**src/hw/rtl/bds_pkg.sv**
```systemverilog
`timescale 1ns / 1ps

package bds_pkg;

    // Widths of the word fields and of the working values.
    localparam int BaudWidth = 24;
    localparam int GenWidth  = 32;
    localparam int DivWidth  = 9;
    localparam int DataWidth = 32;

    // Search range and acceptance limits.
    localparam logic [DivWidth-1:0] DivFirst = 9'd4;
    localparam logic [DivWidth-1:0] DivLast  = 9'd255;
    localparam logic [6:0]          ErrScale = 7'd100;
    localparam logic [1:0]          ErrLimit = 2'd3;

    // Register index of the reference clock on the configuration port.
    localparam logic RegRefClock = 1'b0;

    // Reset value of the reference clock register.
    localparam logic [DataWidth-1:0] RefClockReset = 32'd100000000;

    // Controller states.
    typedef enum logic [3:0] {
        ST_IDLE,
        ST_MUL1,
        ST_DIV1,
        ST_WAIT1,
        ST_CHK1,
        ST_MUL2,
        ST_DIV2,
        ST_WAIT2,
        ST_CHK2,
        ST_DONE
    } bds_state_t;

    // Commands from the controller to the datapath.
    typedef struct packed {
        logic load_input;
        logic load_den1;
        logic load_den2;
        logic start_div;
        logic load_gen;
        logic load_err;
        logic next_div;
        logic set_hit;
        logic load_result;
    } bds_cmd_t;

    // Status from the datapath to the controller.
    typedef struct packed {
        logic div_done;
        logic gen_ok;
        logic err_ok;
        logic last_div;
        logic out_free;
    } bds_status_t;

endpackage

```
**src/hw/rtl/baud_divisor_search_top.sv**
```systemverilog
`timescale 1ns / 1ps
// Throughput: one word at a time; each trial runs on the shared divider,
// which produces one quotient bit per cycle for each division.
// Reset: synchronous, active low; the reference clock returns to 100 MHz.

module baud_divisor_search_top
    import bds_pkg::*;
(
    input  logic                 aclk,
    input  logic                 aresetn,
    // Configuration port
    input  logic                 psel,
    input  logic                 penable,
    input  logic                 pwrite,
    input  logic [2:0]           paddr,
    input  logic [DataWidth-1:0] pwdata,
    output logic [DataWidth-1:0] prdata,
    output logic                 pready,
    // Request words
    input  logic                 s_valid,
    output logic                 s_ready,
    input  logic [BaudWidth-1:0] s_baud_rate,
    // Result words
    output logic                 m_valid,
    input  logic                 m_ready,
    output logic [GenWidth-1:0]  m_generator_value,
    output logic [DivWidth-1:0]  m_divisor_value,
    output logic                 m_found
);

    logic [DataWidth-1:0] ref_clock_hz_reg, ref_clock_hz_next;
    logic                 cfg_write;
    bds_cmd_t             cmd;
    bds_status_t          status;

    // Reference clock register.
    always_comb begin
        cfg_write         = psel && penable && pwrite && pready;
        ref_clock_hz_next = ref_clock_hz_reg;
        if (cfg_write && (paddr[2] == RegRefClock)) begin
            ref_clock_hz_next = pwdata;
        end
    end

    always_ff @(posedge aclk) begin
        if (!aresetn) begin
            ref_clock_hz_reg <= RefClockReset;
        end else begin
            ref_clock_hz_reg <= ref_clock_hz_next;
        end
    end

    assign pready = 1'b1;
    assign prdata = (paddr[2] == RegRefClock) ? ref_clock_hz_reg : '0;

    bds_controller u_controller (
        .aclk     (aclk),
        .aresetn  (aresetn),
        .in_valid (s_valid),
        .in_ready (s_ready),
        .status   (status),
        .cmd      (cmd)
    );

    bds_datapath u_datapath (
        .aclk          (aclk),
        .aresetn       (aresetn),
        .cmd           (cmd),
        .status        (status),
        .ref_clock     (ref_clock_hz_reg),
        .baud_in       (s_baud_rate),
        .out_ready     (m_ready),
        .out_valid     (m_valid),
        .out_generator (m_generator_value),
        .out_divisor   (m_divisor_value),
        .out_found     (m_found)
    );

    // A found word carries a generator in range.
    a_found_gen_range: assert property (@(posedge aclk) disable iff (!aresetn)
        (m_valid && m_found) |->
            (m_generator_value != 32'd0) && (m_generator_value <= 32'd65535))
        else $error("found result with generator out of range");

    // A found word carries a divisor inside the search range.
    a_found_div_range: assert property (@(posedge aclk) disable iff (!aresetn)
        (m_valid && m_found) |-> (m_divisor_value >= DivFirst) && (m_divisor_value <= DivLast))
        else $error("found result with divisor out of range");

    // An exhausted search always reports the end-of-range divisor.
    a_miss_div_end: assert property (@(posedge aclk) disable iff (!aresetn)
        (m_valid && !m_found) |-> (m_divisor_value == 9'd256))
        else $error("unfound result without end-of-range divisor");

endmodule

```
**src/hw/rtl/bds_divider.sv**
```systemverilog
`timescale 1ns / 1ps

module bds_divider
    import bds_pkg::*;
(
    input  logic                 aclk,
    input  logic                 aresetn,
    input  logic                 start,
    input  logic [DataWidth-1:0] numerator,
    input  logic [DataWidth-1:0] denominator,
    output logic                 done,
    output logic [DataWidth-1:0] quotient
);

    localparam int CntWidth = $clog2(DataWidth + 1);

    logic                 busy_reg, busy_next;
    logic                 done_reg, done_next;
    logic [CntWidth-1:0]  cnt_reg, cnt_next;
    logic [DataWidth-1:0] quot_reg, quot_next;
    logic [DataWidth-1:0] rem_reg, rem_next;
    logic [DataWidth-1:0] den_reg, den_next;
    logic [DataWidth:0]   trial;
    logic                 fits;

    // One restoring step per cycle; a zero denominator yields all ones.
    always_comb begin
        trial = {rem_reg, quot_reg[DataWidth-1]};
        fits  = trial >= {1'b0, den_reg};
    end

    always_comb begin
        busy_next = busy_reg;
        done_next = 1'b0;
        cnt_next  = cnt_reg;
        quot_next = quot_reg;
        rem_next  = rem_reg;
        den_next  = den_reg;
        if (start) begin
            busy_next = 1'b1;
            cnt_next  = CntWidth'(DataWidth);
            quot_next = numerator;
            rem_next  = '0;
            den_next  = denominator;
        end else if (busy_reg) begin
            cnt_next  = cnt_reg - CntWidth'(1);
            quot_next = {quot_reg[DataWidth-2:0], fits};
            rem_next  = fits ? DataWidth'(trial - {1'b0, den_reg}) : trial[DataWidth-1:0];
            if (cnt_reg == CntWidth'(1)) begin
                busy_next = 1'b0;
                done_next = 1'b1;
            end
        end
    end

    always_ff @(posedge aclk) begin
        if (!aresetn) begin
            busy_reg <= 1'b0;
            done_reg <= 1'b0;
            cnt_reg  <= '0;
        end else begin
            busy_reg <= busy_next;
            done_reg <= done_next;
            cnt_reg  <= cnt_next;
        end
    end

    always_ff @(posedge aclk) begin
        quot_reg <= quot_next;
        rem_reg  <= rem_next;
        den_reg  <= den_next;
    end

    assign done     = done_reg;
    assign quotient = quot_reg;

endmodule

```
**src/hw/rtl/bds_datapath.sv**
```systemverilog
`timescale 1ns / 1ps

module bds_datapath
    import bds_pkg::*;
(
    input  logic                 aclk,
    input  logic                 aresetn,
    input  bds_cmd_t             cmd,
    output bds_status_t          status,
    input  logic [DataWidth-1:0] ref_clock,
    input  logic [BaudWidth-1:0] baud_in,
    input  logic                 out_ready,
    output logic                 out_valid,
    output logic [GenWidth-1:0]  out_generator,
    output logic [DivWidth-1:0]  out_divisor,
    output logic                 out_found
);

    logic [BaudWidth-1:0] baud_reg, baud_next;
    logic [DivWidth-1:0]  div_reg, div_next;
    logic [DataWidth-1:0] den_reg, den_next;
    logic [GenWidth-1:0]  gen_reg, gen_next;
    logic [DataWidth-1:0] err_reg, err_next;
    logic                 hit_reg, hit_next;
    logic                 m_valid_reg, m_valid_next;
    logic [GenWidth-1:0]  m_gen_reg, m_gen_next;
    logic [DivWidth-1:0]  m_div_reg, m_div_next;
    logic                 m_found_reg, m_found_next;

    logic [DivWidth-1:0]  div_plus;
    logic [DataWidth-1:0] den1_full;
    logic [24:0]          den2_full;
    logic                 q_done;
    logic [DataWidth-1:0] q_value;
    logic [DataWidth-1:0] err_diff;
    logic [38:0]          err_scaled;
    logic [25:0]          err_bound;

    // Shared serial divider: the reference clock over the current denominator.
    bds_divider u_divider (
        .aclk        (aclk),
        .aresetn     (aresetn),
        .start       (cmd.start_div),
        .numerator   (ref_clock),
        .denominator (den_reg),
        .done        (q_done),
        .quotient    (q_value)
    );

    // Denominators for the generator and for the achieved rate.
    // The request times at most 256 always fits in 32 bits.
    always_comb begin
        div_plus  = div_reg + DivWidth'(1);
        den1_full = DataWidth'(baud_reg) * DataWidth'(div_plus);
        den2_full = 25'(gen_reg[15:0]) * 25'(div_plus);
    end

    // Distance of the achieved rate from the request, and the percentage test.
    always_comb begin
        if ({8'd0, baud_reg} >= q_value) begin
            err_diff = {8'd0, baud_reg} - q_value;
        end else begin
            err_diff = q_value - {8'd0, baud_reg};
        end
        err_scaled = 39'(err_reg) * 39'(ErrScale);
        err_bound  = 26'(baud_reg) * 26'(ErrLimit);
    end

    // Working registers.
    always_comb begin
        baud_next = baud_reg;
        div_next  = div_reg;
        den_next  = den_reg;
        gen_next  = gen_reg;
        err_next  = err_reg;
        hit_next  = hit_reg;
        if (cmd.load_input) begin
            baud_next = baud_in;
            div_next  = DivFirst;
            hit_next  = 1'b0;
            gen_next  = '0;
        end
        if (cmd.load_den1) begin
            den_next = den1_full;
        end
        if (cmd.load_den2) begin
            den_next = {7'd0, den2_full};
        end
        if (cmd.load_gen) begin
            gen_next = q_value;
        end
        if (cmd.load_err) begin
            err_next = err_diff;
        end
        if (cmd.next_div) begin
            div_next = div_plus;
        end
        if (cmd.set_hit) begin
            hit_next = 1'b1;
        end
    end

    always_ff @(posedge aclk) begin
        baud_reg <= baud_next;
        div_reg  <= div_next;
        den_reg  <= den_next;
        gen_reg  <= gen_next;
        err_reg  <= err_next;
        hit_reg  <= hit_next;
    end

    // Output register: holds a finished word until it is taken.
    always_comb begin
        m_valid_next = m_valid_reg;
        m_gen_next   = m_gen_reg;
        m_div_next   = m_div_reg;
        m_found_next = m_found_reg;
        if (out_ready) begin
            m_valid_next = 1'b0;
        end
        if (cmd.load_result) begin
            m_valid_next = 1'b1;
            m_gen_next   = gen_reg;
            m_div_next   = div_reg;
            m_found_next = hit_reg;
        end
    end

    always_ff @(posedge aclk) begin
        if (!aresetn) begin
            m_valid_reg <= 1'b0;
        end else begin
            m_valid_reg <= m_valid_next;
        end
    end

    always_ff @(posedge aclk) begin
        m_gen_reg   <= m_gen_next;
        m_div_reg   <= m_div_next;
        m_found_reg <= m_found_next;
    end

    // Status back to the controller.
    always_comb begin
        status.div_done = q_done;
        status.gen_ok   = (gen_reg != '0) && (gen_reg[GenWidth-1:16] == '0);
        status.err_ok   = (baud_reg != '0) && (err_scaled < {13'd0, err_bound});
        status.last_div = div_reg == DivLast;
        status.out_free = !m_valid_reg || out_ready;
    end

    assign out_valid     = m_valid_reg;
    assign out_generator = m_gen_reg;
    assign out_divisor   = m_div_reg;
    assign out_found     = m_found_reg;

endmodule

```
**src/hw/rtl/bds_controller.sv**
```systemverilog
`timescale 1ns / 1ps

module bds_controller
    import bds_pkg::*;
(
    input  logic        aclk,
    input  logic        aresetn,
    input  logic        in_valid,
    output logic        in_ready,
    input  bds_status_t status,
    output bds_cmd_t    cmd
);

    bds_state_t state_reg, state_next;

    always_ff @(posedge aclk) begin
        if (!aresetn) begin
            state_reg <= ST_IDLE;
        end else begin
            state_reg <= state_next;
        end
    end

    // Next state: one divisor trial after another until a hit or the end.
    always_comb begin
        state_next = state_reg;
        case (state_reg)
            ST_IDLE: begin
                if (in_valid) begin
                    state_next = ST_MUL1;
                end
            end
            ST_MUL1:  state_next = ST_DIV1;
            ST_DIV1:  state_next = ST_WAIT1;
            ST_WAIT1: begin
                if (status.div_done) begin
                    state_next = ST_CHK1;
                end
            end
            ST_CHK1: begin
                if (status.gen_ok) begin
                    state_next = ST_MUL2;
                end else if (status.last_div) begin
                    state_next = ST_DONE;
                end else begin
                    state_next = ST_MUL1;
                end
            end
            ST_MUL2:  state_next = ST_DIV2;
            ST_DIV2:  state_next = ST_WAIT2;
            ST_WAIT2: begin
                if (status.div_done) begin
                    state_next = ST_CHK2;
                end
            end
            ST_CHK2: begin
                if (status.err_ok || status.last_div) begin
                    state_next = ST_DONE;
                end else begin
                    state_next = ST_MUL1;
                end
            end
            ST_DONE: begin
                if (status.out_free) begin
                    state_next = ST_IDLE;
                end
            end
            default: state_next = ST_IDLE;
        endcase
    end

    // Commands to the datapath.
    always_comb begin
        cmd      = '0;
        in_ready = 1'b0;
        case (state_reg)
            ST_IDLE: begin
                in_ready       = 1'b1;
                cmd.load_input = in_valid;
            end
            ST_MUL1:  cmd.load_den1 = 1'b1;
            ST_DIV1:  cmd.start_div = 1'b1;
            ST_WAIT1: cmd.load_gen  = status.div_done;
            ST_CHK1:  cmd.next_div  = !status.gen_ok;
            ST_MUL2:  cmd.load_den2 = 1'b1;
            ST_DIV2:  cmd.start_div = 1'b1;
            ST_WAIT2: cmd.load_err  = status.div_done;
            ST_CHK2: begin
                cmd.set_hit  = status.err_ok;
                cmd.next_div = !status.err_ok;
            end
            ST_DONE:  cmd.load_result = status.out_free;
            default: begin
                cmd      = '0;
                in_ready = 1'b0;
            end
        endcase
    end

endmodule

```
**config.mk**
```make
export PLATFORM = sky130hd
export DESIGN_NAME = baud_divisor_search_top
export DESIGN_NICKNAME = d
export VERILOG_FILES = /design/src/hw/rtl/bds_pkg.sv /design/src/hw/rtl/baud_divisor_search_top.sv /design/src/hw/rtl/bds_divider.sv /design/src/hw/rtl/bds_datapath.sv /design/src/hw/rtl/bds_controller.sv
export SDC_FILE = /design/constraint.sdc
export NUM_CORES = 2
export LEC_CHECK = 0
export BUFFER_PORTS_ARGS = -buffer_cell sky130_fd_sc_hd__buf_2
export CAP_MARGIN = 20
export CORE_AREA = 2 2 273 221
export CTS_CLUSTER_SIZE = 24
export DETAILED_ROUTE_END_ITERATION = 8
export DIE_AREA = 0 0 275 223
export PLACE_DENSITY = 0.81
export SYNTH_ARGS = -nofsm -noshare
export SYNTH_HDL_FRONTEND = slang
export SYNTH_SLANG_ARGS = --single-unit
```
**constraint.sdc**
```tcl
create_clock -name aclk -period 16.1 [get_ports aclk]
set_input_delay 2.415 -clock aclk [delete_from_list [all_inputs] [get_ports aclk]]
set_output_delay 2.415 -clock aclk [all_outputs]
set_load 0.03 [all_outputs]
```
-- Word-level counts from Yosys, hierarchy flattened
Cells that the tools add are included.
- add/sub/neg operators: 5
- multiply operators: 4
- $lt $le $gt $ge: 3
- equality and inequality tests: 15
- multiplexer cells: 37
- bitwise gates (word level): 3
- reduce and logical (&&, ||, !) cells: 23
- operators by type and width (cell ; number):
    32-bit 2-to-1 mux ; 7
    25-bit 2-to-1 mux ; 2
    4-bit one-hot mux with 10 select lines ; 1
    39-bit by 26-bit less-than comparator with 1-bit output ; 1
    32-bit by 5-bit multiplier with 37-bit output, second input constant ; 1
    33-bit by 32-bit greater-or-equal comparator with 1-bit output ; 1
    24-bit by 32-bit greater-or-equal comparator with 1-bit output ; 1
    24-bit by 9-bit multiplier with 32-bit output ; 1
    32-bit nonzero test ; 1
    24-bit by 32-bit subtractor with 32-bit output ; 1
    32-bit by 24-bit subtractor with 32-bit output ; 1
    32-bit subtractor ; 1
    4-bit 2-to-1 mux ; 7
    24-bit by 2-bit multiplier with 26-bit output, second input constant ; 1
    16-bit by 9-bit multiplier with 25-bit output ; 1
    24-bit nonzero test ; 1
    9-bit 2-to-1 mux ; 2
    4-bit by 3-bit equality test with 1-bit output, second input constant ; 4
    16-bit zero test ; 1
    1-bit 2-to-1 mux ; 15
    6-bit 2-to-1 mux ; 2
    2-bit nonzero test ; 5
    9-bit by 1-bit adder with 9-bit output, second input constant ; 1
    9-bit by 8-bit equality test with 1-bit output, second input constant ; 1
    other kinds (16) ; 30
- flip-flop bits (word level): 313
- bits of input ports: 66
- output and inout port bits: 77
- logic and storage cells: 110

-- Logic depth before layout (Yosys ltp)
- depth after elaboration: 6
- depth in mapped cells: 24
- depth with buffers taken out: 24

-- Cells and area by module
Synthesis repeated with hierarchy kept, for this count alone.
- cell total of the unflattened synthesis: 3534
- area total of the unflattened synthesis: 32648.8 um^2
- by module, submodules not included (module ; instances ; cells an instance ; area an instance (um^2) ; sequential area each (um^2)):
    bds_datapath ; 1 ; 2707 ; 24807.5 ; 5104.9
    bds_divider ; 1 ; 601 ; 5886.9 ; 2722.6
    baud_divisor_search_top ; 1 ; 177 ; 1597.8 ; 640.6
    bds_controller ; 1 ; 49 ; 356.6 ; 80.1

-- Worst setup path after synthesis
Ideal clock, no wire load.
- path type: register -> register
- start: reg u_datapath.div_reg[0]
- end: reg u_datapath.den_reg[24], data pin
- setup time: 0.268 ns
- data arrival time: 5.913 ns
- required time: 15.832 ns
- path slack: 9.919 ns
- cell stages (with the launch flop): 23
- path buffers: 1
- period minus slack after synthesis: 6.181 ns
- cells stage by stage: edfxtp_1 -> ha_1 -> nand3_1 -> nor2_1 -> and3_1 -> ha_1 -> clkbuf_1 -> nand2b_1 -> fa_1 -> fa_1 -> inv_1 -> fa_1 -> fa_1 -> ha_1 -> o21ai_0 -> a21oi_1 -> o41ai_1 -> o21ai_0 -> a221oi_1 -> a21boi_0 -> a31oi_1 -> xnor2_1 -> o21ai_0
- longest elaborated chain between the ends: 4
- elaborated cells between the ends (all ways): 5
- those cells by class: 1 x add/sub; 2 x mul; 2 x mux
- RTL lines (what ; RTL line ; text):
    start, declared ; bds_datapath.sv:20 ; logic [DivWidth-1:0] div_reg, div_next;
    start signal, assigned ; bds_datapath.sv:105 ; div_reg <= div_next;
    9-bit by 1-bit adder with 9-bit output * ; bds_datapath.sv:53 ; div_plus = div_reg + DivWidth'(1);
    24-bit by 9-bit multiplier with 32-bit output ; bds_datapath.sv:54 ; den1_full = DataWidth'(baud_reg) * DataWidth'(div_plus);
    25-bit 2-to-1 mux ; bds_datapath.sv:83 ; if (cmd.load_den1) begin
    25-bit 2-to-1 mux * ; bds_datapath.sv:86 ; if (cmd.load_den2) begin
    net u_datapath.den_next[24] ; bds_datapath.sv:21 ; logic [DataWidth-1:0] den_reg, den_next;
    end signal, assigned ; bds_datapath.sv:106 ; den_reg <= den_next;
    end, declared ; bds_datapath.sv:21 ;
Mark *: on every way through the listed nets, which the timed path passes. The rest lies on a longest branch. The select of a mux whose other input is x is not followed.
A chain may end at the register's enable or synchronous reset.

-- Worst setup path after layout
Same ends and word-level chain as after synthesis.

==> key figures <==
Worst setup path
  – Largest delay contributor family on the critical path: adder cells
  – Crit Path Class: flop to flop
  – Critical path data required time: 16.44 ns
  – Crit path DAT: 8.23 ns
  – Crit-path cells: buf_4 > ha_1 > nand3_1 > nor2_1 > and3_1 > ha_1 > buf_4 > nand2b_1 > fa_1 > fa_1 > inv_1 > fa_1 > fa_1 > ha_1 > o21ai_0 > a21oi_1 > o41ai_1 > o21ai_0 > a221oi_1 > a21boi_0 > a31oi_1 > xnor2_1 > o21ai_0
  – WP buf/inv: 3
  – Reg-to-reg setup timing slack: a little over 8 ns
  – Crit start category: flop
  – Critical-path maximum fanout: 44
  – Crit-path slowest cell: o41ai_1
  – Most frequent CP cell: fa_1
  – Slowest cell delay on critical path: ~0.56 ns
  – Worst setup EP type: flop

Synth
  – Commonest cells in the netlist: inv_1 (473), nand2_1 (414), ha_1 (341), nor2_1 (286), fa_1 (284)
  – Post-Synthesis Cells: about 3500
  – Complex-gate fraction of the synthesized area: 13.6%
  – Largest area contributor in the netlist: edfxtp_1
  – Yosys cell types: 86
  – Syn nets: between 4000 and 5000
  – Dominant combinational cell family by area after synthesis: adder cells
  – Area share of fa/ha/maj cells after synthesis: 31.0%
  – Most used DFF post-synth: edfxtp_1
  – Number of synthesized register bits: 313
  – Yosys warns: 0
  – Mux cell area share after synthesis: 0.539%
  – FFs w/ async S/R, synth: 0%
  – Post-synth EDFFs: 228
  – XOR/XNOR Fraction of Synth Area: 4.04%
  – Synthesized area: 0.0321 mm^2
  – Count leader, synth: inv_1
  – Post-Synth Simple-Gate Area: 16.9%
  – Avg Cell Area, Syn: 9.04 um^2
  – Area fraction of the dominant cell type after synthesis: 21.4%
  – Sequential share of the synthesized area: 26.7%
  – Ranking of synthesized cells by area: edfxtp_1 (21%), fa_1 (18%), ha_1 (13%)

Pwr
  – Leak pwr: approximately 0.016 uW
  – Combinational Power Share: 67.6%
  – Clk pwr share: 12.2%
  – Power per cell area: ~180 mW/mm^2
  – VDD IR max: between 0.0002 and 0.0003 V
  – P_sw: 2990 uW
  – Pwr Total: 6080 uW
  – Sequential Power Share: 20.2%
  – Sw frac: around 50%
  – Internal power: between 3000 and 4000 uW

Final layout
  – Layout cells sized above 1: 7.14%
  – Nets: 4306
  – # fillers: 4918
  – Antenna diodes: 0
  – Layout area overhead: 7.75%

Timing
  – Unrepaired setup endpoints after global routing: false
  – FMAX: 127 MHz
  – Setup violators final: 0
  – Period utilization: 49.0%
  – Slew headroom: roughly 28%
  – Slew @ Worst Pin: roughly 1.1 ns
  – Hold Vio Cnt, Final: 0
  – Period minus WS final: 7.89 ns
  – Layout Skew: around 0.046 ns
  – Max-slew violation count: 0
  – Final Worst Setup Slack: 8.21 ns
  – Worst Hold Slack: between 0.4 and 0.5 ns
  – Setup TNS: 0 ns

GRT
  – Largest net degree at the start of global routing: 56
  – Total Routing Usage GR: 28.9%
  – Initial antenna violation count: 1
  – Overflow after GRT: 0
  – Global-route wire length before repair: 139 mm
  – Vias in the first global route: ~25000

Clock tree
  – Clk_lat worst skew: 0.65 ns
  – CTS tree: built
  – Root buf cell: clkbuf_16
  – CTS Buf Count: 31
  – Cts repair resizes: 0
  – H-tree depth: 1
  – Clk buf depth: 3
  – Hold buffers post-CTS: 0
  – CTS Sinks: 313
  – Clock-pin transition on the worst setup and hold timing paths: 0.07 ns
  – Setup bufs post-CTS: 0

Detailed routing
  – Drc violations: 0
  – Routed vias: roughly 26000
  – Vias per cell: ~5.9
  – 1st-pass router iterations: 5
  – Post-DRT Antenna Nets: 0
  – Post-Route WL: 89.5 mm
  – Routed wire length per instance: 20.2 um
  – 1st-iter DRT viols: approximately 2500

Floorplanning
  – Die X: 275 um
  – Die Span Y: 223 um
  – Die ar.: 0.0613 mm^2
  – Row cnt: 80
  – I/O pin count: 143
  – Core area: 0.0589 mm^2
  – Initial Util: a little over half

Placement
  – PortBufs: about 140
  – Place WS: 8.38 ns
  – Gp weighted congestion: 0.960
  – DP HPWL: 68.6 mm

Outcome
  – Status: finished clean

Min path
  – Worst Hold Class: flop to flop

Run
  – Total of max-cap violations: 0
-- worst register-to-register path, stage by stage, from the launching register on --
cell	delay (ns)
edfxtp_1	0.33
buf_4	0.46
ha_1	0.41
nand3_1	0.27
nor2_1	0.29
and3_1	0.20
ha_1	0.22
buf_4	0.29
nand2b_1	0.25
fa_1	0.52
fa_1	0.55
inv_1	0.06
fa_1	0.52
fa_1	0.50
ha_1	0.36
o21ai_0	0.18
a21oi_1	0.08
o41ai_1	0.56
o21ai_0	0.35
a221oi_1	0.37
a21boi_0	0.19
a31oi_1	0.23
xnor2_1	0.27
o21ai_0	0.15
-- through the flow --
stage          instances  instance area [um^2]  util (%)
4_1_cts             4417                 34500      58.6
2_1_floorplan       3548                 32100         -
5_1_grt             4419                 34500      58.7
6_report            4419                 34500      58.7
3_5_place_dp        4359                 33500      56.9
3_3_place_gp        4359                 33500      56.9
-- worst paths after layout --
kind                               start                               end  cells past startpoint
setup / recovery   u_datapath.div_reg[0]            u_datapath.den_reg[24]                     23
hold / removal    u_datapath.den_reg[11]  u_datapath.u_divider.den_reg[11]                      0
setup reg to reg   u_datapath.div_reg[0]            u_datapath.den_reg[24]                     23
hold reg to reg   u_datapath.den_reg[11]  u_datapath.u_divider.den_reg[11]                      0
-- power groups by stage --
stage | sequential (uW) | clock [uW] | combinational [uW]
3_3_place_gp | 1230 | 0 | 3840
6_report | 1230 | 741 | 4110
2_1_floorplan | 1180 | 0 | 2890
5_1_grt | 1240 | 770 | 4540
3_5_place_dp | 1240 | 0 | 3930
4_1_cts | 1220 | 742 | 3970
-- cell usage in the layout, fill, tap and decap left out, types with 25 or more instances in the layout --
cell type	synthesis	layout
nor2_1	286	284
fa_1	284	284
o21ai_0	142	142
and3_1	26	26
nand3_1	63	63
xor2_1	62	56
nor3_1	52	51
a21o_1	78	78
clkbuf_16	0	31
buf_4	2	30
ha_1	341	341
xnor2_1	86	84
nand4_1	31	31
a21oi_1	221	221
dfxtp_1	85	85
nand2b_1	101	101
inv_1	473	472
buf_2	4	139
and2_1	50	50
a31oi_1	25	25
o21bai_1	28	28
nor2b_1	69	69
nand2_1	414	414
edfxtp_1	228	228
-- per-layer routing --
metal	vias up	wire, um	global-route usage (%)
met5	-	191	2.15
met4	6	2120	6.42
met3	154	12000	11.5
met2	1333	37000	41.5
met1	12600	38200	40.8
li1	12100	-	-
-- cell type report --
type / instances / area, um^2 / share of cell area, %
Timing Repair Buffer: 171 / 976 / 2.83
Clock inverter: 18 / 160 / 0.464
Tap cell: 779 / 975 / 2.82
Sequential cell: 313 / 8550 / 24.7
Clock buffer: 40 / 830 / 2.40
Multi-Input combinational cell: 2623 / 21300 / 61.6
Inverter: 475 / 1780 / 5.16
-- kinds of logic (layout without fill, tap and decap cells) --
| kind of cell | Yosys count | count (layout) |
|---|---|---|
| xor+xnor | 148 | 148 |
| fa+ha+maj | 625 | 625 |
| mux | 17 | 17 |
| compound gates | 678 | 678 |
| simple gates | 1154 | 1154 |
| flops | 313 | 313 |
| other cells | 1 | 1 |
| buf+inv | 612 | 704 |
(Power assumes the default switching activity.)
